File: src/rtl/piws_pkg.sv
// Shared types and constants of the panel init word sequencer.
package piws_pkg;

	localparam int FRAME_BITS_DEF = 9;

	localparam int WORD_W  = 16;
	localparam int LOW_W   = 8;
	localparam int HIGH_W  = 8;
	localparam int UNIT_W  = 10;
	localparam int HOLD_W  = 26;
	localparam int CFG_IDX_W  = 4;
	localparam int CFG_DATA_W = 16;

	localparam int QDEPTH = 2;
	localparam int QPTR_W = $clog2(QDEPTH);

	localparam logic [CFG_IDX_W-1:0] CFG_ESCAPE     = CFG_IDX_W'(0);
	localparam logic [CFG_IDX_W-1:0] CFG_CLOCK_LOW  = CFG_IDX_W'(1);
	localparam logic [CFG_IDX_W-1:0] CFG_CLOCK_HIGH = CFG_IDX_W'(2);
	localparam logic [CFG_IDX_W-1:0] CFG_DELAY_UNIT = CFG_IDX_W'(3);

	localparam logic [WORD_W-1:0] ESCAPE_RST     = 16'hFFFF;
	localparam logic [LOW_W-1:0]  CLOCK_LOW_RST  = 8'd3;
	localparam logic [HIGH_W-1:0] CLOCK_HIGH_RST = 8'd10;
	localparam logic [UNIT_W-1:0] DELAY_UNIT_RST = 10'd1000;

	localparam logic [HOLD_W-1:0] GUARD_LOW_US  = 26'd1;
	localparam logic [HOLD_W-1:0] CLOSE_HOLD_US = 26'd6;

	// one queued job: a frame (arg holds the word) or a delay (arg holds the hold time)
	typedef struct packed {
		logic              is_delay;
		logic [HOLD_W-1:0] arg;
	} piws_entry_t;

	typedef struct packed {
		logic full;
		logic valid;
	} piws_qstat_t;

	typedef struct packed {
		logic [LOW_W-1:0]  clock_low;
		logic [HIGH_W-1:0] clock_high;
	} piws_timing_t;

endpackage

File: src/rtl/piws_if.sv
// Handshake channels: table words in, pin events out, register writes.
interface piws_word_if import piws_pkg::*; ();
	logic              valid;
	logic              ready;
	logic [WORD_W-1:0] table_word;
	modport source (output valid, output table_word, input ready);
	modport sink (input valid, input table_word, output ready);
endinterface

interface piws_evt_if import piws_pkg::*; ();
	logic              valid;
	logic              ready;
	logic              chip_select;
	logic              serial_clock;
	logic              serial_data;
	logic [HOLD_W-1:0] hold_us;
	logic              last_event;
	modport source (output valid, output chip_select, output serial_clock,
		output serial_data, output hold_us, output last_event, input ready);
	modport sink (input valid, input chip_select, input serial_clock,
		input serial_data, input hold_us, input last_event, output ready);
endinterface

interface piws_cfg_if import piws_pkg::*; ();
	logic                  valid;
	logic                  ready;
	logic [CFG_IDX_W-1:0]  index;
	logic [CFG_DATA_W-1:0] data;
	modport source (output valid, output index, output data, input ready);
	modport sink (input valid, input index, input data, output ready);
endinterface

File: src/rtl/piws_front.sv
// Front end: accepts table words, tracks the delay escape and queues jobs.
module piws_front import piws_pkg::*; (
	input  logic              clk,
	input  logic              arst_n,
	piws_word_if.sink         words,
	input  logic [WORD_W-1:0] escape_marker,
	input  logic [UNIT_W-1:0] delay_unit,
	input  piws_qstat_t       qstat,
	output logic              push,
	output piws_entry_t       push_entry
);

	logic armed_q;
	logic accept;

	assign words.ready = !qstat.full;
	assign accept      = words.valid && words.ready;

	// an armed word becomes a delay; the escape marker itself only arms
	always_comb begin
		push_entry.is_delay = armed_q;
		if (armed_q) begin
			push_entry.arg = HOLD_W'(words.table_word) * HOLD_W'(delay_unit);
		end else begin
			push_entry.arg = HOLD_W'(words.table_word);
		end
		push = accept && (armed_q || (words.table_word != escape_marker));
	end

	always_ff @(posedge clk or negedge arst_n) begin
		if (!arst_n) begin
			armed_q <= 1'b0;
		end else if (accept) begin
			if (armed_q) begin
				armed_q <= 1'b0;
			end else if (words.table_word == escape_marker) begin
				armed_q <= 1'b1;
			end
		end
	end

endmodule

File: src/rtl/piws_queue.sv
// Short job queue between front and back end.
module piws_queue import piws_pkg::*; (
	input  logic        clk,
	input  logic        arst_n,
	input  logic        push,
	input  piws_entry_t push_entry,
	input  logic        pop,
	output piws_entry_t head,
	output piws_qstat_t qstat
);

	piws_entry_t       mem_q [QDEPTH];
	logic [QPTR_W-1:0] wr_ptr_q;
	logic [QPTR_W-1:0] rd_ptr_q;
	logic [QPTR_W:0]   count_q;

	assign head        = mem_q[rd_ptr_q];
	assign qstat.full  = (count_q == (QPTR_W+1)'(QDEPTH));
	assign qstat.valid = (count_q != '0);

	always_ff @(posedge clk) begin
		if (push) begin
			mem_q[wr_ptr_q] <= push_entry;
		end
	end

	always_ff @(posedge clk or negedge arst_n) begin
		if (!arst_n) begin
			wr_ptr_q <= '0;
			rd_ptr_q <= '0;
			count_q  <= '0;
		end else begin
			if (push) begin
				wr_ptr_q <= wr_ptr_q + 1'b1;
			end
			if (pop) begin
				rd_ptr_q <= rd_ptr_q + 1'b1;
			end
			case ({push, pop})
				2'b10:   count_q <= count_q + 1'b1;
				2'b01:   count_q <= count_q - 1'b1;
				default: count_q <= count_q;
			endcase
		end
	end

endmodule

File: src/rtl/piws_back.sv
// Back end: steps through the pin events of a job into the output register.
module piws_back import piws_pkg::*; #(
	parameter int FRAME_BITS = FRAME_BITS_DEF
) (
	input  logic         clk,
	input  logic         arst_n,
	input  piws_timing_t timing,
	input  piws_entry_t  head,
	input  piws_qstat_t  qstat,
	output logic         pop,
	piws_evt_if.source   events
);

	localparam int STEPS  = 2 * FRAME_BITS + 2;
	localparam int STEP_W = $clog2(STEPS);
	localparam logic [STEP_W-1:0] LAST_STEP = STEP_W'(STEPS - 1);

	logic                  valid_q;
	logic                  cs_q;
	logic                  clk_q;
	logic                  data_q;
	logic [HOLD_W-1:0]     hold_q;
	logic                  last_q;
	logic                  active_q;
	logic [STEP_W-1:0]     step_q;
	logic [FRAME_BITS-1:0] sh_q;

	logic              adv;
	logic              ev_cs;
	logic              ev_clk;
	logic              ev_data;
	logic [HOLD_W-1:0] ev_hold;
	logic              ev_last;

	assign adv = !valid_q || events.ready;
	assign pop = adv && !active_q && qstat.valid;

	assign events.valid        = valid_q;
	assign events.chip_select  = cs_q;
	assign events.serial_clock = clk_q;
	assign events.serial_data  = data_q;
	assign events.hold_us      = hold_q;
	assign events.last_event   = last_q;

	// event of the current step of a running frame
	always_comb begin
		ev_cs   = 1'b0;
		ev_clk  = 1'b0;
		ev_data = data_q;
		ev_hold = HOLD_W'(timing.clock_high);
		ev_last = 1'b0;
		if (step_q == LAST_STEP) begin
			ev_cs   = 1'b1;
			ev_hold = CLOSE_HOLD_US;
			ev_last = 1'b1;
		end else if (step_q[0]) begin
			ev_data = sh_q[FRAME_BITS-1];
			ev_hold = HOLD_W'(timing.clock_low);
		end else begin
			ev_clk  = 1'b1;
		end
	end

	always_ff @(posedge clk or negedge arst_n) begin
		if (!arst_n) begin
			valid_q  <= 1'b0;
			cs_q     <= 1'b1;
			clk_q    <= 1'b0;
			data_q   <= 1'b1;
			hold_q   <= '0;
			last_q   <= 1'b0;
			active_q <= 1'b0;
			step_q   <= '0;
			sh_q     <= '0;
		end else if (adv) begin
			if (active_q) begin
				valid_q <= 1'b1;
				cs_q    <= ev_cs;
				clk_q   <= ev_clk;
				data_q  <= ev_data;
				hold_q  <= ev_hold;
				last_q  <= ev_last;
				step_q  <= step_q + 1'b1;
				if (step_q == LAST_STEP) begin
					active_q <= 1'b0;
				end else if (step_q[0]) begin
					sh_q <= sh_q << 1;
				end
			end else if (qstat.valid) begin
				valid_q <= 1'b1;
				if (head.is_delay) begin
					// keep the pins, hold them for the delay
					hold_q <= head.arg;
					last_q <= 1'b1;
				end else begin
					// open the frame: select low, data high
					cs_q     <= 1'b0;
					clk_q    <= 1'b0;
					data_q   <= 1'b1;
					hold_q   <= HOLD_W'(timing.clock_high) + GUARD_LOW_US;
					last_q   <= 1'b0;
					active_q <= 1'b1;
					step_q   <= STEP_W'(1);
					sh_q     <= head.arg[FRAME_BITS-1:0];
				end
			end else begin
				valid_q <= 1'b0;
			end
		end
	end

endmodule

File: src/rtl/panel_init_word_sequencer.sv
// Top level of the panel init word sequencer: registers, front, queue, back.
//
// Usage:
//   words  - table words in. A command word is framed as FRAME_BITS bits, MSB
//            first, giving 2*FRAME_BITS+2 pin events (20 at the default of 9).
//            A word equal to the escape marker gives no event and arms a
//            delay; the next word gives one event that keeps the pins and
//            holds them for word * delay_unit_us.
//   events - pin events out: chip select, clock, data, hold time in us, and a
//            flag on the last event of each word.
//   cfg    - register writes, always ready; write only while idle.
// An accepted word is stored in the job queue; the back end then loads its
//   first event into the output register.
// The back end emits one event per cycle while the output channel is ready;
//   a command word gives 2*FRAME_BITS+2 events and a delay word one.
// The front end keeps accepting words while the back end works, until the
//   two-entry job queue is full.
// Reset: registers return to their defaults, pins to select high, clock low,
//   data high, and the queue empties.
// Receiver stall: the output register holds its event and the back end
//   stalls; the front end fills the queue and then drops words.ready.
module panel_init_word_sequencer import piws_pkg::*; #(
	parameter int FRAME_BITS = FRAME_BITS_DEF
) (
	input  logic       clk,
	input  logic       arst_n,
	piws_word_if.sink  words,
	piws_evt_if.source events,
	piws_cfg_if.sink   cfg
);

	logic [WORD_W-1:0] escape_q;
	logic [LOW_W-1:0]  clock_low_q;
	logic [HIGH_W-1:0] clock_high_q;
	logic [UNIT_W-1:0] delay_unit_q;

	piws_timing_t timing;
	piws_qstat_t  qstat;
	piws_entry_t  push_entry;
	piws_entry_t  head;
	logic         push;
	logic         pop;

	// writes always land at once; an unknown index is ignored
	assign cfg.ready = 1'b1;

	always_ff @(posedge clk or negedge arst_n) begin
		if (!arst_n) begin
			escape_q     <= ESCAPE_RST;
			clock_low_q  <= CLOCK_LOW_RST;
			clock_high_q <= CLOCK_HIGH_RST;
			delay_unit_q <= DELAY_UNIT_RST;
		end else if (cfg.valid) begin
			case (cfg.index)
				CFG_ESCAPE:     escape_q     <= cfg.data;
				CFG_CLOCK_LOW:  clock_low_q  <= cfg.data[LOW_W-1:0];
				CFG_CLOCK_HIGH: clock_high_q <= cfg.data[HIGH_W-1:0];
				CFG_DELAY_UNIT: delay_unit_q <= cfg.data[UNIT_W-1:0];
				default:        escape_q     <= escape_q;
			endcase
		end
	end

	assign timing.clock_low  = clock_low_q;
	assign timing.clock_high = clock_high_q;

	// classify words and build jobs
	piws_front u_front (
		.clk           (clk),
		.arst_n        (arst_n),
		.words         (words),
		.escape_marker (escape_q),
		.delay_unit    (delay_unit_q),
		.qstat         (qstat),
		.push          (push),
		.push_entry    (push_entry)
	);

	// decouple the two sides
	piws_queue u_queue (
		.clk        (clk),
		.arst_n     (arst_n),
		.push       (push),
		.push_entry (push_entry),
		.pop        (pop),
		.head       (head),
		.qstat      (qstat)
	);

	// advance through pin events
	piws_back #(
		.FRAME_BITS (FRAME_BITS)
	) u_back (
		.clk    (clk),
		.arst_n (arst_n),
		.timing (timing),
		.head   (head),
		.qstat  (qstat),
		.pop    (pop),
		.events (events)
	);

endmodule

File: src/flat_wrapper.sv
// flat-port wrapper written by rule: the top's interface ports become plain ports
module panel_init_word_sequencer_flat import piws_pkg::*;
#(
	parameter int FRAME_BITS = FRAME_BITS_DEF
)
  (clk, arst_n, words_valid, words_table_word, words_ready, events_valid, events_chip_select, events_serial_clock, events_serial_data, events_hold_us, events_last_event, events_ready, cfg_valid, cfg_index, cfg_data, cfg_ready);
  piws_word_if words_i ();
  piws_evt_if events_i ();
  piws_cfg_if cfg_i ();
  input  logic clk;
  input  logic arst_n;
  input wire logic [$bits(words_i.valid)-1:0] words_valid;
  input wire logic [$bits(words_i.table_word)-1:0] words_table_word;
  output wire logic [$bits(words_i.ready)-1:0] words_ready;
  output wire logic [$bits(events_i.valid)-1:0] events_valid;
  output wire logic [$bits(events_i.chip_select)-1:0] events_chip_select;
  output wire logic [$bits(events_i.serial_clock)-1:0] events_serial_clock;
  output wire logic [$bits(events_i.serial_data)-1:0] events_serial_data;
  output wire logic [$bits(events_i.hold_us)-1:0] events_hold_us;
  output wire logic [$bits(events_i.last_event)-1:0] events_last_event;
  input wire logic [$bits(events_i.ready)-1:0] events_ready;
  input wire logic [$bits(cfg_i.valid)-1:0] cfg_valid;
  input wire logic [$bits(cfg_i.index)-1:0] cfg_index;
  input wire logic [$bits(cfg_i.data)-1:0] cfg_data;
  output wire logic [$bits(cfg_i.ready)-1:0] cfg_ready;
  assign words_i.valid = words_valid;
  assign words_i.table_word = words_table_word;
  assign words_ready = words_i.ready;
  assign events_valid = events_i.valid;
  assign events_chip_select = events_i.chip_select;
  assign events_serial_clock = events_i.serial_clock;
  assign events_serial_data = events_i.serial_data;
  assign events_hold_us = events_i.hold_us;
  assign events_last_event = events_i.last_event;
  assign events_i.ready = events_ready;
  assign cfg_i.valid = cfg_valid;
  assign cfg_i.index = cfg_index;
  assign cfg_i.data = cfg_data;
  assign cfg_ready = cfg_i.ready;
  panel_init_word_sequencer #(.FRAME_BITS(FRAME_BITS)) u_core (.clk(clk), .arst_n(arst_n), .words(words_i), .events(events_i), .cfg(cfg_i));
endmodule
File: config.mk
export PLATFORM = sky130hd
export DESIGN_NAME = panel_init_word_sequencer_flat
export DESIGN_NICKNAME = d
export VERILOG_FILES = /design/src/rtl/piws_pkg.sv /design/src/rtl/piws_if.sv /design/src/rtl/piws_front.sv /design/src/rtl/piws_queue.sv /design/src/rtl/piws_back.sv /design/src/rtl/panel_init_word_sequencer.sv /design/src/flat_wrapper.sv
export SDC_FILE = /design/constraint.sdc
export NUM_CORES = 1
export LEC_CHECK = 0
export BUFFER_PORTS_ARGS = -buffer_cell sky130_fd_sc_hd__buf_4
export CELL_PAD_IN_SITES_DETAIL_PLACEMENT = 0
export CELL_PAD_IN_SITES_GLOBAL_PLACEMENT = 1
export CORE_MARGIN = 4
export CORE_UTILIZATION = 50
export DETAILED_ROUTE_END_ITERATION = 6
export GPL_TIMING_DRIVEN = 0
export HOLD_SLACK_MARGIN = 0.05
export PLACE_DENSITY_LB_ADDON = 0.1
export SETUP_SLACK_MARGIN = 0.2
export SYNTH_ARGS = -nofsm -noshare
export SYNTH_HDL_FRONTEND = slang
export SYNTH_SLANG_ARGS = --single-unit
File: constraint.sdc
create_clock -name clk -period 11.9 [get_ports clk]
set_clock_uncertainty 0.2 [all_clocks]
set_input_delay 1.19 -clock clk [delete_from_list [all_inputs] [get_ports clk]]
set_output_delay 1.19 -clock clk [all_outputs]
set_load 0.01 [all_outputs]
==> results of run 1 <==
## critical path, cell delays in order
cell	delay (ns)
buf_4	0.13
clkbuf_1	0.48
nand2_1	0.17
fa_1	0.57
inv_1	0.05
fa_1	0.50
fa_1	0.51
fa_1	0.49
inv_1	0.05
fa_1	0.47
inv_1	0.04
ha_1	0.26
clkbuf_1	0.36
nand4_1	0.18
nor4_1	0.54
or2_1	0.25
nor2_1	0.07
a221o_1	0.27
## area by class of cell
class,instances,share of cell area
multi-input cells,792,0.525
flip-flops and latches,147,0.301
repair buffers,73,0.0420
inverters,126,0.0358
clock buffers,18,0.0340
well taps,313,0.0296
plain buffers,60,0.0203
clock inverters,14,0.0116
## logic make-up (layout without fill, tap and decap cells)
| group | count (synthesis) | count (layout) |
|---|---|---|
| adders and majority gates | 174 | 174 |
| other | 1 | 1 |
| DFF | 147 | 147 |
| buffers and inverters | 186 | 291 |
| and+or+nand+nor | 331 | 331 |
| AOI/OAI and AO/OA | 140 | 140 |
| xor gates and xnor gates | 49 | 49 |
| muxes | 97 | 97 |
## Yosys cell counts, types with 4 or more instances
master | n | area, sq um
o21ai_0 | 38 | 190
fa_1 | 110 | 2200
nand3_1 | 17 | 85.1
edfxtp_1 | 54 | 1620
clkbuf_1 | 39 | 146
inv_1 | 125 | 469
mux2i_1 | 38 | 380
and2_1 | 78 | 488
o21ai_1 | 21 | 105
mux2_2 | 58 | 653
xor2_1 | 13 | 114
and3_1 | 4 | 25.0
ha_1 | 64 | 801
nor2_1 | 42 | 158
nand2b_1 | 5 | 31.3
a21o_1 | 5 | 37.5
buf_2 | 14 | 70.1
a21oi_1 | 39 | 195
nand4_1 | 18 | 113
dfrtp_1 | 65 | 1630
nand2_1 | 151 | 567
a31oi_1 | 6 | 37.5
xnor2_1 | 36 | 315
nor3_1 | 4 | 20.0
dfstp_2 | 28 | 736
a211oi_1 | 4 | 30.0
## metrics by stage
step	setup WS [ns]	instance area [sq um]	std cells
after floorplan	5.72	11700	1125
after global placement	4.89	12600	1510
after detailed placement	4.85	12600	1511
after CTS	5.31	13200	1543
after global routing	5.07	13200	1543
final	5.28	13200	1543
## final timing paths
path	from	end	slack [ns]	depth (start not counted)
max in group asynchronous	arst_n	u_core.u_queue.rd_ptr_q	9.97	1
worst min-delay path	u_core.u_back.events.serial_data	u_core.u_back.events.serial_data	0.26	2
worst max-delay path	words_table_word[14]	u_core.u_queue.mem_q[0][24]	5.28	18
worst max register to register	u_core.delay_unit_q[3]	u_core.u_queue.mem_q[0][24]	5.43	18
min in group asynchronous	arst_n	u_core.u_back.events.hold_us[5]	0.80	1
worst min register to register	u_core.u_back.events.serial_data	u_core.u_back.events.serial_data	0.26	2
## registers in the layout (all words and copies together) (netlist names), 2 cells and up
name / count
u_core.clock_high_q: 8
u_core.escape_q: 16
u_core.u_back.step_q: 5
u_core.u_queue.mem_q: 54
u_core.clock_low_q: 8
u_core.u_back.sh_q: 9
u_core.u_queue.count_q: 2
u_core.u_back.events.hold_us: 26
u_core.delay_unit_q: 10
## routing by layer
layer	vias up	global-route usage	routed length [um]
met4	0	0.0438	346
met1	3951	0.318	13700
li1	3886	-	-
met5	-	0	0
met3	26	0.0411	1060
met2	133	0.361	12800
==> results.json, run 1 <==
{
  "status": "completed",
  "path_clk_slew_ns": 0.07,
  "drt_iter0_markers": 404,
  "ys_ff_latch": 147,
  "syn_area_per_cell_sq_um": 10.4,
  "cts_resized": 0,
  "hold_slack_ns": 0.262,
  "min_period_ns": 6.62,
  "clock-sinks": 147,
  "cts_setup_buffers": 0,
  "cts_buffers": 17,
  "hold_class": "reg -> reg",
  "drt_pre_antenna_iters": 4,
  "io_pins": 74,
  "final_util": 0.581,
  "start_util": 0.513,
  "drv_slew": 0,
  "fp.dieW_um": 161,
  "syn_nets": 1340,
  "grt_max_degree": 94,
  "period_share": 0.556,
  "io_buffers": 72,
  "synthArstFlopShare": 0.633,
  "dp_hpwl_um": 22300,
  "clk_latency_ns": 0.43,
  "hold_viol_final": 0,
  "synth_flop_cell": "dfrtp_1",
  "ctsHoldBuffers": 0,
  "overflow": 0,
  "synthXorXnorAreaFrac": 0.0368,
  "coreArea_sq_um": 22800,
  "num_vias": 7996,
  "ys_seq_area_frac": 0.341,
  "multi_input_area_sq_um": 6950,
  "cts-root-buf": "clkbuf_16",
  "worstSetupStartpointType": "input pin",
  "layout_commonest_cell": "nand2_1",
  "cts_tree": "built",
  "rsz0062_at_grt": "no",
  "fin_nets": 1432,
  "synth_compound_area_frac": 0.0742,
  "cp-end-kind": "flop",
  "worst_slew_pin_slew_ns": 1.28,
  "antenna_left": 0,
  "die_y_um": 161,
  "track_usage": 0.223,
  "syn-cell-area_sq_um": 11700,
  "synthDistinctLibCells": 62,
  "syn_inst": 1125,
  "wl_per_cell_um": 18.1,
  "diodes": 0,
  "seq_area_sq_um": 3980,
  "cp_max_fo": 10,
  "drive_gt1_frac": 0.181,
  "grt_pass1_vias": 8336,
  "antenna_found_initial": 0,
  "yosys_warnings": 0,
  "synth_fa_ha_area_frac": 0.257,
  "gp_congestion": 0.856,
  "synth_edf_count": 54,
  "syn_to_final_growth_pct": 13.3,
  "fillers": 2025,
  "synth-simple-area-share": 0.136,
  "rows": 55,
  "dieArea_sq_um": 25900,
  "max_freq_ghz": 0.151,
  "synth_top_family_by_area": "adder cells",
  "relSlewSlack": 0.147,
  "final_cell_mix": "nand2_1 (151), inv_1 (125), fa_1 (110)",
  "synth.area.mux_share": 0.0905,
  "htreeDepth": 4,
  "clockBufferDepth": 2,
  "critical_path_class": "in -> reg",
  "crit_required_ns": 11.87,
  "crit_arrival_ns": 6.59,
  "tns_ns": 0,
  "drt_wl_total_um": 27900,
  "drc_errors": 0,
  "cap_violations": 0,
  "viasPerCell": 5.18,
  "grt_pass1_wl_um": 45400,
  "setup_violations": 0
}
Power of run 1 is not shown: default switching activity piles up to over one toggle a cycle in this logic, so the estimate is an artifact.
==> inputs of run 2 (changes only) <==
clock period = 6.15 ns   (was 11.9 ns; I/O delays follow)
==> results.json, run 2 (synthesis gave the netlist of run 1 again) <==
{
  "cp_slowest_cell": "fa_1",
  "grt_max_degree": 94,
  "grt_pass1_wl_um": 45500,
  "drt_iter0_markers": 371,
  "fin_nets": 1429,
  "min_period_ns": 5.73,
  "critical_path_class": "in -> reg",
  "layout_commonest_cell": "nand2_1",
  "status": "completed",
  "io_pins": 74,
  "overflow": 0,
  "coreArea_sq_um": 22800,
  "setup_violations": 0,
  "die_y_um": 161,
  "drc_errors": 0,
  "crit_arrival_ns": 5.70,
  "met3_usage": 0.0411,
  "worst_slew_pin_slew_ns": 1.28,
  "htreeDepth": 4,
  "clockBufferDepth": 2,
  "clock-sinks": 147,
  "grtUsageMet2": 0.363,
  "relSlewSlack": 0.146,
  "hold_viol_final": 0,
  "hold_class": "in -> async",
  "gp_congestion": 0.856,
  "start_util": 0.513,
  "clk_latency_ns": 0.43,
  "crit_required_ns": 6.12,
  "place_inst": 1511,
  "cts-root-buf": "clkbuf_16",
  "drt_pre_antenna_iters": 5,
  "viasPerCell": 5.21,
  "rsz0062_at_grt": "yes",
  "num_vias": 8019,
  "drive_gt1_frac": 0.201,
  "largest_register_ffs": 54,
  "place_ws_ns": -0.329,
  "setup_ws_ns": 0.419,
  "cp_max_fo": 10,
  "max_freq_ghz": 0.174,
  "fin_cells": 1540,
  "worstSetupStartpointType": "input pin",
  "drt_wl_total_um": 28000,
  "grt-busiest-layer": "met2",
  "diodes": 0,
  "antenna_left": 0,
  "period_share": 0.932,
  "cts_tree": "built",
  "path_clk_slew_ns": 0.07,
  "cp-end-kind": "flop",
  "largest_register": "u_core.u_queue.mem_q",
  "wl_per_cell_um": 18.2,
  "dieArea_sq_um": 25900,
  "fp.dieW_um": 161,
  "grt_pass1_vias": 8338,
  "antenna_found_initial": 0,
  "crit_family": "adder cells",
  "cts_buffers": 17,
  "fillers": 2010,
  "track_usage": 0.223,
  "critPathMaxStageDelay_ns": 0.57,
  "io_buffers": 72,
  "crit_chain": "buf_4 -> clkbuf_1 -> nand2_1 -> fa_1 -> inv_1 -> fa_1 -> fa_1 -> fa_1 -> inv_1 -> fa_1 -> inv_1 -> ha_1 -> clkbuf_2 -> nand4_1 -> nor4_2 -> or2_1 -> nor2_1 -> a221o_1",
  "use_met1": 0.318,
  "dp_hpwl_um": 22300,
  "cp_common_cell": "fa_1",
  "cap_violations": 0,
  "syn_to_final_growth_pct": 13.8,
  "rows": 55,
  "drv_slew": 0,
  "final_cell_mix": "nand2_1 (151), inv_1 (125), fa_1 (110)",
  "worst-path-buf-inv": 6
}
[run 2: cell types whose count changed in the layout (fill, tap and decap cells not counted), moves of 4 or more]
cell and change:
a21oi_2 +4, clkbuf_2 +12, a21oi_1 -5, clkbuf_1 -18
[run 2: per-layer routing]
layer,up-vias,wire (um)
li1,3891,-
met1,3970,13700
met2,135,12900
met3,23,1090
met4,0,323
met5,-,0
[run 2: final timing paths]
| check | endpoint | slack [ns] | start | cells after the start |
|---|---|---|---|---|
| min in group clk | u_core.delay_unit_q[9] | 0.23 | cfg_data[9] | 2 |
| max reg2reg | u_core.u_queue.mem_q[0][24] | 0.44 | u_core.delay_unit_q[3] | 17 |
| max in group asynchronous | u_core.u_queue.rd_ptr_q | 4.80 | arst_n | 1 |
| min | u_core.u_back.events.hold_us[5] | 0.22 | arst_n | 1 |
| max | u_core.u_queue.mem_q[0][24] | 0.42 | words_table_word[14] | 18 |
| min reg2reg | u_core.u_back.events.serial_data | 0.26 | u_core.u_back.events.serial_data | 2 |
[run 2: repair_timing]
action | CTS | global route
pin swaps | 0 | 2
buffers inserted | 0 | 1
hold buffers | 0 | 0
setup endpoints to repair | 34 | 24
resized for setup | 6 | 31
[run 2: stage by stage]
step | hold slack (ns) | instance area, sq um | setup TNS [ns] | util
2_1_floorplan | 0.119 | 11700 | 0 | -
6_report | 0.223 | 13300 | 0 | 0.583
3_3_place_gp | 0.254 | 12600 | -3.90 | 0.553
4_1_cts | 0.221 | 13200 | 0 | 0.581
5_1_grt | 0.226 | 13300 | 0 | 0.583
3_5_place_dp | 0.258 | 12600 | -5.68 | 0.554
[run 2: layout make-up]
cell class	instances	area [sq um]	area share
tap	313	392	0.0295
clock buffer	18	450	0.0339
timing repair buffer	74	563	0.0424
multi-input combinational	792	7000	0.527
clock inverter	14	154	0.0116
buffer	56	274	0.0206
inverter	126	473	0.0356
sequential	147	3980	0.300
Power of run 2 is left out for the same reason.
==> inputs of run 3 (changes only) <==
CORE_UTILIZATION = 39   (was 50)
clock period = 4.6 ns   (was 6.15 ns; I/O delays follow)
==> results.json, run 3 (synthesis gave the netlist of run 1 again) <==
{
  "status": "finished with violations",
  "violations": "negative setup slack",
  "diodes": 0,
  "rsz0062_at_grt": "yes",
  "dieArea_sq_um": 32800,
  "fp.dieW_um": 181,
  "drv_slew": 0,
  "clk_latency_ns": 0.43,
  "viasPerCell": 4.97,
  "rows": 63,
  "gp_congestion": 0.833,
  "grt_max_degree": 94,
  "layout_commonest_cell": "nand2_1",
  "setup_ws_ns": -0.772,
  "grt_pass1_vias": 8855,
  "hold_slack_ns": 0.0648,
  "min_to": "u_core.escape_q[15]",
  "final_util": 0.492,
  "r2r_start": "u_core.delay_unit_q[3]",
  "wl_per_cell_um": 18.6,
  "cts-root-buf": "clkbuf_16",
  "largest_register_ffs": 54,
  "path_clk_slew_ns": 0.06,
  "period_share": 1.17,
  "worst_slew_pin_slew_ns": 1.22,
  "seq_area_sq_um": 3990,
  "start_util": 0.395,
  "relSlewSlack": 0.186,
  "hold_path_depth": 2,
  "io_buffers": 72,
  "track_usage": 0.197,
  "cp-end-kind": "flop",
  "clock-sinks": 147,
  "critical_path_class": "reg -> reg",
  "multi_input_area_sq_um": 7550,
  "largest_register": "u_core.u_queue.mem_q",
  "hold_viol_final": 0,
  "critPathMaxStageDelay_ns": 0.55,
  "fillers": 2766,
  "grt_pass1_wl_um": 50400,
  "cp_max_fo": 8,
  "num_vias": 8267,
  "rr_worst_depth": 19,
  "htreeDepth": 4,
  "crit_arrival_ns": 5.33,
  "antenna_found_initial": 0,
  "coreArea_sq_um": 29600,
  "crit_required_ns": 4.56,
  "antenna_left": 0,
  "timing.rr.end": "u_core.u_queue.mem_q[1][24]",
  "die_y_um": 181,
  "hold_class": "in -> reg",
  "drc_errors": 0,
  "hold_path_startpoint": "cfg_data[15]",
  "drt_wl_total_um": 30900,
  "setup_violations": 38,
  "final_cell_mix": "nand2_1 (138), inv_1 (115), fa_1 (105)",
  "r2r_setup_slack_ns": -0.77,
  "cts_tree": "built",
  "max_freq_ghz": 0.186,
  "worstSetupStartpointType": "flop",
  "io_pins": 74,
  "drt_iter0_markers": 333,
  "cap_violations": 0,
  "dp_hpwl_um": 23700,
  "min_period_ns": 5.37,
  "drive_gt1_frac": 0.298,
  "drt_pre_antenna_iters": 5,
  "overflow": 0,
  "cp_slowest_cell": "fa_1",
  "cp_common_cell": "fa_1",
  "clockBufferDepth": 2,
  "fin_nets": 1475,
  "crit_chain": "clkbuf_16 -> clkbuf_16 -> nand2_2 -> fa_1 -> inv_1 -> fa_1 -> fa_2 -> fa_1 -> inv_1 -> fa_1 -> inv_1 -> ha_1 -> buf_6 -> nand4_1 -> buf_4 -> o21ai_2 -> or2_4 -> nor2_1 -> a221o_1",
  "cts_buffers": 17,
  "syn_to_final_growth_pct": 24.6
}
## run 3: critical path, delay by kind of cell (launching register included)
kind	cells	cell delay [ns]
buffers and inverters	7	0.76
adder cells (fa/ha/maj)	6	2.72
AND/OR/NAND/NOR	4	0.42
AO/OA/AOI/OAI	2	0.44
flip-flops	1	0.54
## run 3: cell type report
| class | instances | share of cell area |
|---|---|---|
| multi-input combinational | 792 | 0.519 |
| inverter | 126 | 0.0325 |
| clock inverter | 9 | 0.00817 |
| tap | 390 | 0.0336 |
| clock buffer | 23 | 0.0343 |
| sequential | 147 | 0.274 |
| timing repair buffer | 116 | 0.0648 |
| buffer | 60 | 0.0337 |
## run 3: worst max-delay path by stage
stage | from | endpoint | slack (ns) | cells past startpoint
floorplan | u_core.delay_unit_q[8] | u_core.u_queue.mem_q[0][24] | -0.51 | 16
global placement | u_core.delay_unit_q[2] | u_core.u_queue.mem_q[0][20] | -1.37 | 18
detailed placement | u_core.delay_unit_q[4] | u_core.u_queue.mem_q[1][24] | -1.34 | 18
CTS | u_core.delay_unit_q[5] | u_core.u_queue.mem_q[1][24] | -0.79 | 16
global route | u_core.delay_unit_q[3] | u_core.u_queue.mem_q[1][19] | -0.97 | 19
finish | u_core.delay_unit_q[3] | u_core.u_queue.mem_q[1][24] | -0.77 | 19
## run 3: repair_timing
item | 4_1_cts | 5_1_grt
setup buffers | 34 | 5
gates cloned | 1 | 0
resized for setup | 91 | 51
setup endpoints to repair | 42 | 42
hold buffers | 3 | 0
pin swaps | 44 | 34
hold endpoints to repair | 3 | 0
## run 3: metrics by stage
stage	TNS (ns)	worst slack, ns	cells	area (sq um)
detailed placement	-43.02	-1.34	1588	13000
CTS	-24.24	-0.792	1658	14300
finish	-24.60	-0.772	1663	14500
global route	-31.77	-0.971	1663	14500
global placement	-44.29	-1.37	1587	12900
floorplan	-14.11	-0.505	1125	11900
## run 3: per-layer routing
| metal | part of all wire | vias to the layer above | GRT usage |
|---|---|---|---|
| li1 | - | 3972 | - |
| met1 | 0.47 | 4126 | 0.270 |
| met2 | 0.48 | 128 | 0.324 |
| met3 | 0.025 | 41 | 0.0268 |
| met4 | 0.034 | 0 | 0.0693 |
| met5 | 0 | - | 0 |
Power of run 3 is left out for the same reason.
